**src/rtl/core/crkc_pkg.sv**
```systemverilog
// types and constants shared by the key cache core and its submodules
`default_nettype none

package crkc_pkg;

  localparam int unsigned CTX_W       = 16;
  localparam int unsigned STM_W       = 32;
  localparam int unsigned SLOT_W      = 6;
  localparam int unsigned ENTRIES_DEF = 64;

  // one cache slot as it travels around the ring
  typedef struct packed {
    logic [CTX_W-1:0] ctx;
    logic [STM_W-1:0] stm;
    logic             used;
  } entry_t;

  // controller to ring: rotate enable and the entry fed into the last cell
  typedef struct packed {
    logic   shift;
    entry_t wrap;
  } ring_ctl_t;

  typedef struct packed {
    logic [SLOT_W-1:0] slot;
    logic              hit;
    logic              evicted;
    logic [CTX_W-1:0]  ev_ctx;
    logic [STM_W-1:0]  ev_stm;
  } result_t;

  typedef enum logic [1:0] {
    ST_IDLE,
    ST_SEARCH,
    ST_PLACE
  } state_e;

endpackage

`default_nettype wire

```
**src/rtl/core/crkc_cell.sv**
```systemverilog
// one storage cell of the rotating slot ring
`default_nettype none

module crkc_cell
  import crkc_pkg::*;
(
  input  wire logic   clk_i,
  input  wire logic   rst_ni,
  input  wire logic   shift_i,
  input  wire entry_t entry_i,
  output entry_t      entry_o
);

  logic [CTX_W-1:0] ctx_q;
  logic [STM_W-1:0] stm_q;
  logic             used_q;

  // key payload, no reset needed
  always_ff @(posedge clk_i) begin
    if (shift_i) begin
      ctx_q <= entry_i.ctx;
      stm_q <= entry_i.stm;
    end
  end

  always_ff @(posedge clk_i or negedge rst_ni) begin
    if (!rst_ni) begin
      used_q <= 1'b0;
    end else if (shift_i) begin
      used_q <= entry_i.used;
    end
  end

  assign entry_o.ctx  = ctx_q;
  assign entry_o.stm  = stm_q;
  assign entry_o.used = used_q;

endmodule

`default_nettype wire

```
**src/rtl/core/crkc_ctrl.sv**
```systemverilog
// request sequencer: search pass, fill or clock sweep, result register
`default_nettype none

module crkc_ctrl
  import crkc_pkg::*;
#(
  parameter int unsigned ENTRIES = ENTRIES_DEF
) (
  input  wire logic             clk_i,
  input  wire logic             rst_ni,
  input  wire logic             start_i,
  output logic                  busy_o,
  input  wire logic [CTX_W-1:0] ctx_i,
  input  wire logic [STM_W-1:0] stm_i,
  input  wire entry_t           head_i,
  output ring_ctl_t             ring_o,
  output logic                  done_o,
  output result_t               res_o
);

  localparam int unsigned IW = $clog2(ENTRIES);
  localparam int unsigned FW = $clog2(ENTRIES + 1);
  localparam logic [IW-1:0] LAST = IW'(ENTRIES - 1);
  localparam logic [FW-1:0] FULL = FW'(ENTRIES);

  state_e           state_q, state_d;
  logic [IW-1:0]    idx_q, idx_d;
  logic [IW-1:0]    cnt_q, cnt_d;
  logic [FW-1:0]    fill_q, fill_d;
  logic [IW-1:0]    hand_q, hand_d;
  logic             sweep_q, sweep_d;
  logic             hit_q, hit_d;
  logic [IW-1:0]    hit_idx_q, hit_idx_d;
  logic [CTX_W-1:0] ctx_q, ctx_d;
  logic [STM_W-1:0] stm_q, stm_d;
  logic             done_q, done_d;
  result_t          res_q, res_d;

  logic head_valid, match, full, sweep_on, place_now, search_last;

  assign head_valid  = FW'(idx_q) < fill_q;
  assign match       = head_valid && (head_i.ctx == ctx_q) && (head_i.stm == stm_q);
  assign full        = (fill_q == FULL);
  assign sweep_on    = sweep_q || (idx_q == hand_q);
  assign place_now   = (state_q == ST_PLACE) &&
                       ((!full && (FW'(idx_q) == fill_q)) ||
                        (full && sweep_on && !head_i.used));
  assign search_last = (state_q == ST_SEARCH) && (cnt_q == LAST);

  // next state
  always_comb begin
    state_d = state_q;
    unique case (state_q)
      ST_IDLE: begin
        if (start_i) state_d = ST_SEARCH;
      end
      ST_SEARCH: begin
        if (search_last) state_d = (hit_q || match) ? ST_IDLE : ST_PLACE;
      end
      ST_PLACE: begin
        if (place_now) state_d = ST_IDLE;
      end
      default: state_d = ST_IDLE;
    endcase
  end

  // datapath and outputs
  always_comb begin
    ring_o.shift = (state_q != ST_IDLE);
    ring_o.wrap  = head_i;
    idx_d        = idx_q;
    cnt_d        = cnt_q;
    fill_d       = fill_q;
    hand_d       = hand_q;
    sweep_d      = sweep_q;
    hit_d        = hit_q;
    hit_idx_d    = hit_idx_q;
    ctx_d        = ctx_q;
    stm_d        = stm_q;
    done_d       = 1'b0;
    res_d        = res_q;

    if (ring_o.shift) begin
      idx_d = (idx_q == LAST) ? '0 : idx_q + IW'(1);
    end

    unique case (state_q)
      ST_IDLE: begin
        if (start_i) begin
          ctx_d   = ctx_i;
          stm_d   = stm_i;
          cnt_d   = '0;
          hit_d   = 1'b0;
          sweep_d = 1'b0;
        end
      end
      ST_SEARCH: begin
        cnt_d = cnt_q + IW'(1);
        if (match && !hit_q) begin
          ring_o.wrap.used = 1'b1;
          hit_d            = 1'b1;
          hit_idx_d        = idx_q;
        end
        if (search_last && (hit_q || match)) begin
          done_d        = 1'b1;
          res_d.slot    = SLOT_W'(hit_q ? hit_idx_q : idx_q);
          res_d.hit     = 1'b1;
          res_d.evicted = 1'b0;
          res_d.ev_ctx  = '0;
          res_d.ev_stm  = '0;
        end
      end
      ST_PLACE: begin
        if (place_now) begin
          ring_o.wrap.ctx  = ctx_q;
          ring_o.wrap.stm  = stm_q;
          ring_o.wrap.used = 1'b1;
          done_d           = 1'b1;
          res_d.slot       = SLOT_W'(idx_q);
          res_d.hit        = 1'b0;
          res_d.evicted    = full;
          res_d.ev_ctx     = full ? head_i.ctx : '0;
          res_d.ev_stm     = full ? head_i.stm : '0;
          if (full) begin
            hand_d = idx_q;
          end else begin
            fill_d = fill_q + FW'(1);
          end
        end else if (full && sweep_on) begin
          // second chance: clear the bit and keep sweeping, the hand moves only on placement
          ring_o.wrap.used = 1'b0;
          sweep_d          = 1'b1;
        end
      end
      default: ;
    endcase
  end

  always_ff @(posedge clk_i or negedge rst_ni) begin
    if (!rst_ni) begin
      state_q <= ST_IDLE;
      idx_q   <= '0;
      cnt_q   <= '0;
      fill_q  <= '0;
      hand_q  <= '0;
      sweep_q <= 1'b0;
      hit_q   <= 1'b0;
      done_q  <= 1'b0;
    end else begin
      state_q <= state_d;
      idx_q   <= idx_d;
      cnt_q   <= cnt_d;
      fill_q  <= fill_d;
      hand_q  <= hand_d;
      sweep_q <= sweep_d;
      hit_q   <= hit_d;
      done_q  <= done_d;
    end
  end

  always_ff @(posedge clk_i) begin
    hit_idx_q <= hit_idx_d;
    ctx_q     <= ctx_d;
    stm_q     <= stm_d;
    res_q     <= res_d;
  end

  assign busy_o = (state_q != ST_IDLE);
  assign done_o = done_q;
  assign res_o  = res_q;

endmodule

`default_nettype wire

```
**src/rtl/core/clock_replacement_key_cache_core.sv**
```systemverilog
// fully associative key cache with clock replacement built on a rotating cell ring
// a hit returns done_o after one full ring revolution for the search; a miss
//   adds rotation to the free slot or to the hand and a sweep of up to
//   ENTRIES+1 cells
// throughput: one request at a time, start is taken again in the done_o cycle
// reset: async active low, clears fill count, clock hand, reference bits
// results are a one-cycle strobe on done_o, the receiver cannot stall
`default_nettype none

module clock_replacement_key_cache_core
  import crkc_pkg::*;
#(
  parameter int unsigned ENTRIES = ENTRIES_DEF
) (
  input  wire logic               clk_i,
  input  wire logic               rst_ni,
  input  wire logic               start,
  output logic                    busy,
  input  wire logic [CTX_W-1:0]   context_tag_i,
  input  wire logic [STM_W-1:0]   statement_tag_i,
  output logic                    done_o,
  output logic [SLOT_W-1:0]       slot_o,
  output logic                    hit_o,
  output logic                    evicted_o,
  output logic [CTX_W-1:0]        evicted_context_o,
  output logic [STM_W-1:0]        evicted_statement_o
);

  // ring of cells: cell i loads from cell i+1, the last cell loads the
  // (possibly rewritten) entry leaving cell 0, so the slots rotate past
  // the single compare point at cell 0
  entry_t    cell_out [ENTRIES];
  entry_t    cell_in  [ENTRIES];
  ring_ctl_t ring_ctl;
  result_t   res;

  for (genvar i = 0; i < ENTRIES; i++) begin : g_ring
    if (i == ENTRIES - 1) begin : g_tail
      assign cell_in[i] = ring_ctl.wrap;
    end else begin : g_link
      assign cell_in[i] = cell_out[i+1];
    end

    crkc_cell u_cell (
      .clk_i   (clk_i),
      .rst_ni  (rst_ni),
      .shift_i (ring_ctl.shift),
      .entry_i (cell_in[i]),
      .entry_o (cell_out[i])
    );
  end

  // sequencer: tracks which slot sits in cell 0, fill count and clock hand
  crkc_ctrl #(
    .ENTRIES (ENTRIES)
  ) u_ctrl (
    .clk_i   (clk_i),
    .rst_ni  (rst_ni),
    .start_i (start),
    .busy_o  (busy),
    .ctx_i   (context_tag_i),
    .stm_i   (statement_tag_i),
    .head_i  (cell_out[0]),
    .ring_o  (ring_ctl),
    .done_o  (done_o),
    .res_o   (res)
  );

  assign slot_o              = res.slot;
  assign hit_o               = res.hit;
  assign evicted_o           = res.evicted;
  assign evicted_context_o   = res.ev_ctx;
  assign evicted_statement_o = res.ev_stm;

  // a hit never evicts
  a_hit_no_evict: assert property (@(posedge clk_i) disable iff (!rst_ni)
    done_o |-> !(hit_o && evicted_o))
    else $error("hit reported together with eviction");

  // eviction key fields are zero unless an entry was replaced
  a_evict_zero: assert property (@(posedge clk_i) disable iff (!rst_ni)
    (done_o && !evicted_o) |-> (evicted_context_o == '0 && evicted_statement_o == '0))
    else $error("eviction key nonzero without eviction");

  // an accepted request keeps the core busy
  a_accept_busy: assert property (@(posedge clk_i) disable iff (!rst_ni)
    (start && !busy) |=> busy)
    else $error("request accepted but core not busy");

  // the result strobe lasts one cycle and arrives only after work
  a_done_single: assert property (@(posedge clk_i) disable iff (!rst_ni)
    done_o |=> !done_o)
    else $error("result strobe longer than one cycle");

  a_done_after_busy: assert property (@(posedge clk_i) disable iff (!rst_ni)
    done_o |-> $past(busy))
    else $error("result without a request in progress");

endmodule

`default_nettype wire

```
**config.mk**
```make
export PLATFORM = sky130hd
export DESIGN_NAME = clock_replacement_key_cache_core
export DESIGN_NICKNAME = d
export VERILOG_FILES = /design/src/rtl/core/crkc_pkg.sv /design/src/rtl/core/crkc_cell.sv /design/src/rtl/core/crkc_ctrl.sv /design/src/rtl/core/clock_replacement_key_cache_core.sv
export SDC_FILE = /design/constraint.sdc
export NUM_CORES = 2
export LEC_CHECK = 0
export CORE_MARGIN = 8
export CORE_UTILIZATION = 60
export DETAILED_ROUTE_END_ITERATION = 8
export DONT_BUFFER_PORTS = 1
export PLACE_DENSITY = 0.76
export SYNTH_ARGS = -nofsm -noshare
export SYNTH_HDL_FRONTEND = slang
export SYNTH_HIERARCHICAL = 1
export SYNTH_SLANG_ARGS = --single-unit
```
**constraint.sdc**
```tcl
create_clock -name clk_i -period 46.8 [get_ports clk_i]
set_clock_uncertainty 0.1 [all_clocks]
set_input_delay 2.34 -clock clk_i [delete_from_list [all_inputs] [get_ports clk_i]]
set_output_delay 2.34 -clock clk_i [all_outputs]
set_load 0.01 [all_outputs]
```
==> results.tsv <==
metric	value	unit
worst_slack	39.98	ns
post-cts-setup-buffers	0	
hpwl	65200	um
seq_area_frac_synth	96.0	%
gp_congestion	0.822	
final_cell_mix	edfxtp_1, clkbuf_16, dfrtp_1	
dieHeight	428	um
layout_commonest_cell	edfxtp_1	
grt_start_max_net_pins	214	
cts_tree	yes	
tns	0	ns
hold_buffers	0	
grt_pass1_wl	226000	um
cp_max_fo	193	
setup_violations	0	
coreArea	169000	um^2
fin_nets	4090	
synth.distinct_cells	52	
timing.slew.headroom	15.2	%
syn_nets	3823	
syn_inst	3759	
yosys_warnings	6	
rows	151	
arrival	7.20	ns
fin_area	115000	um^2
layout_min_cycle_time	6.82	ns
area_growth	12.3	%
maxSlewViolCount	0	
yosys.area.top_type	edfxtp_1	
post-place-ws	40.12	ns
drtAntennaViolNets	0	
antenna_found_initial	37	
wirelength	153000	um
critPathKind	reg -> reg	
ys_seq_elements	3276	
post_cts_resized	0	
maxCapViolations	0	
rsz0062_at_grt	no	
cp-start-kind	flip-flop	
p_total	9.39	mW
die_w	428	um
p_per_area	81.9	nW/um^2
postLayoutCoreUtil	67.7	%
tightest_slew	1.27	ns
hold_ws	0.279	ns
dr.pass1.iters	5	
initial_core_util	60.3	%
synth_top_area_share	93.7	%
max_freq	0.147	GHz
cts_root_buf	clkbuf_16	
viasPerCell	5.40	
drive_above_1_share	14.1	%
seqCellArea	97900	um^2
boundaryPins	109	
hold_viol_final	0	
leakagePower	39.3	nW
clock-sinks	3276	
num-fill-cells	9460	
place_area	105000	um^2
synth_edf_count	3182	
cts_buffer_depth	4	
routedWlPerCell	23.5	um
grt_pass1_vias	35500	
remaining_drc_errors	0	
cts_made_buffers	316	
synthTopCellsByArea	edfxtp_1, dfrtp_1, mux2_4	
multi_input_area	3410	um^2
outcome	finished clean	
required	47.18	ns
async_flop_share	2.87	%
dp_cells	5926	
clk_pin_slew_worst_paths	0.07	ns
synth_top_flop_cell	edfxtp_1	
clock_latency	0.92	ns
final_cells	6498	
vias	35100	
syn_avg_cell_area	27.1	um^2
drt_iter0_drc	3089	
overflow	0	
hold_class	reg -> reg	
syn-cell-area	102000	um^2
htree_num_levels	5	
io_buffers	0	
vdd_ir_drop_max	0.0714	mV
dieArea	183000	um^2
cp-end-kind	flip-flop	
min_period_over_period	14.6	%
grtUsageTotal	16.4	%
-- area by class of cell --
| type | instances | area share (%) |
|---|---|---|
| sequential | 3276 | 85.5 |
| clock buffer | 387 | 7.29 |
| multi-input combinational | 368 | 2.98 |
| tap | 2218 | 2.42 |
| clock inverter | 162 | 1.40 |
| timing repair buffer | 35 | 0.295 |
| inverter | 29 | 0.102 |
| antenna | 23 | 0.0502 |
-- worst max-delay path, cell delays in order, from the launching register on --
cell and delay (ns):
dfrtp_1 0.40, inv_1 0.12, ha_1 0.38, inv_8 0.78, buf_4 0.91, buf_12 0.67
buf_4 0.85, buf_12 0.70, buf_4 0.97
-- power breakdown --
part | internal, mW | switching, mW | total [mW]
Clock | 1.44 | 1.06 | 2.50
Sequential | 5.53 | 0.580 | 6.11
Combinational | 0.101 | 0.675 | 0.777
Total | 7.07 | 2.31 | 9.39
-- metal layers --
metal,global-route usage [%],vias to the layer above,part of all wire (%)
met4,8.43,0,4.6
met2,25.0,1001,48
met3,3.52,331,5.3
met1,22.7,18200,42
met5,0,-,0
li1,-,15600,-
-- cell usage after synthesis (2+ instances only) --
cell type / instances
o41ai_1: 3
a31oi_1: 2
a211oi_1: 2
edfxtp_1: 3182
nand4_1: 13
nand2b_1: 8
clkinv_1: 2
or3_1: 2
nor2b_1: 2
and3_1: 46
o2111ai_1: 2
mux2_2: 59
mux2i_1: 3
o21ai_2: 2
nand4b_1: 2
nand3_1: 9
ha_1: 13
buf_1: 2
nor2_1: 10
buf_4: 65
buf_2: 4
dfrtp_1: 94
xor2_1: 5
mux2_4: 64
o211ai_1: 2
nor3_1: 8
xnor2_1: 50
inv_1: 27
clkbuf_1: 14
a41o_1: 2
nor4_1: 8
o31ai_1: 2
o22ai_1: 3
a21oi_1: 7
o21ai_0: 10
nand2_1: 14
-- state kept, by name, indices dropped and copies added, names as in the netlist --
| register | count |
|---|---|
| u_ctrl/ctx_q | 16 |
| u_ctrl/hit_q | 1 |
| u_ctrl/state_q | 2 |
| u_ctrl/done_o | 1 |
| u_ctrl/sweep_q | 1 |
| u_ctrl/fill_q | 7 |
| u_ctrl/hit_idx_q | 6 |
| u_ctrl/hand_q | 6 |
| u_ctrl/cnt_q | 6 |
| u_ctrl/res_o | 56 |
| u_ctrl/stm_q | 32 |
| g_ring.u_cell/used_q | 64 |
| g_ring.u_cell/stm_q | 2048 |
| g_ring.u_cell/ctx_q | 1024 |
| u_ctrl/idx_q | 6 |
-- path summary, 6_finish.rpt --
check | start | endpoint | slack [ns] | cells past startpoint
worst max-delay path | u_ctrl/state_q[0]$_DFFE_PN0P_ | g_ring[22].u_cell/ctx_q[10]$_DFFE_PP_ | 39.98 | 8
worst min-delay path | g_ring[18].u_cell/stm_q[3]$_DFFE_PP_ | g_ring[17].u_cell/stm_q[3]$_DFFE_PP_ | 0.28 | 0
worst max register to register | u_ctrl/state_q[0]$_DFFE_PN0P_ | g_ring[22].u_cell/ctx_q[10]$_DFFE_PP_ | 39.98 | 8
worst min register to register | g_ring[18].u_cell/stm_q[3]$_DFFE_PP_ | g_ring[17].u_cell/stm_q[3]$_DFFE_PP_ | 0.28 | 0
max in group asynchronous | rst_ni | g_ring[40].u_cell/used_q$_DFFE_PN0P_ | 45.32 | 0
min in group asynchronous | rst_ni | u_ctrl/cnt_q[4]$_DFFE_PN0P_ | 1.04 | 0
-- kinds of logic after synthesis --
logic type | count (synthesis) | synth area share, %
buf+inv | 115 | 0.675
compound gates | 46 | 0.317
xor+xnor | 56 | 0.488
simple gates | 127 | 0.719
mux | 126 | 1.62
fa+ha+maj | 13 | 0.160
flops | 3276 | 96.0
Power figures use the tool's default switching activity.
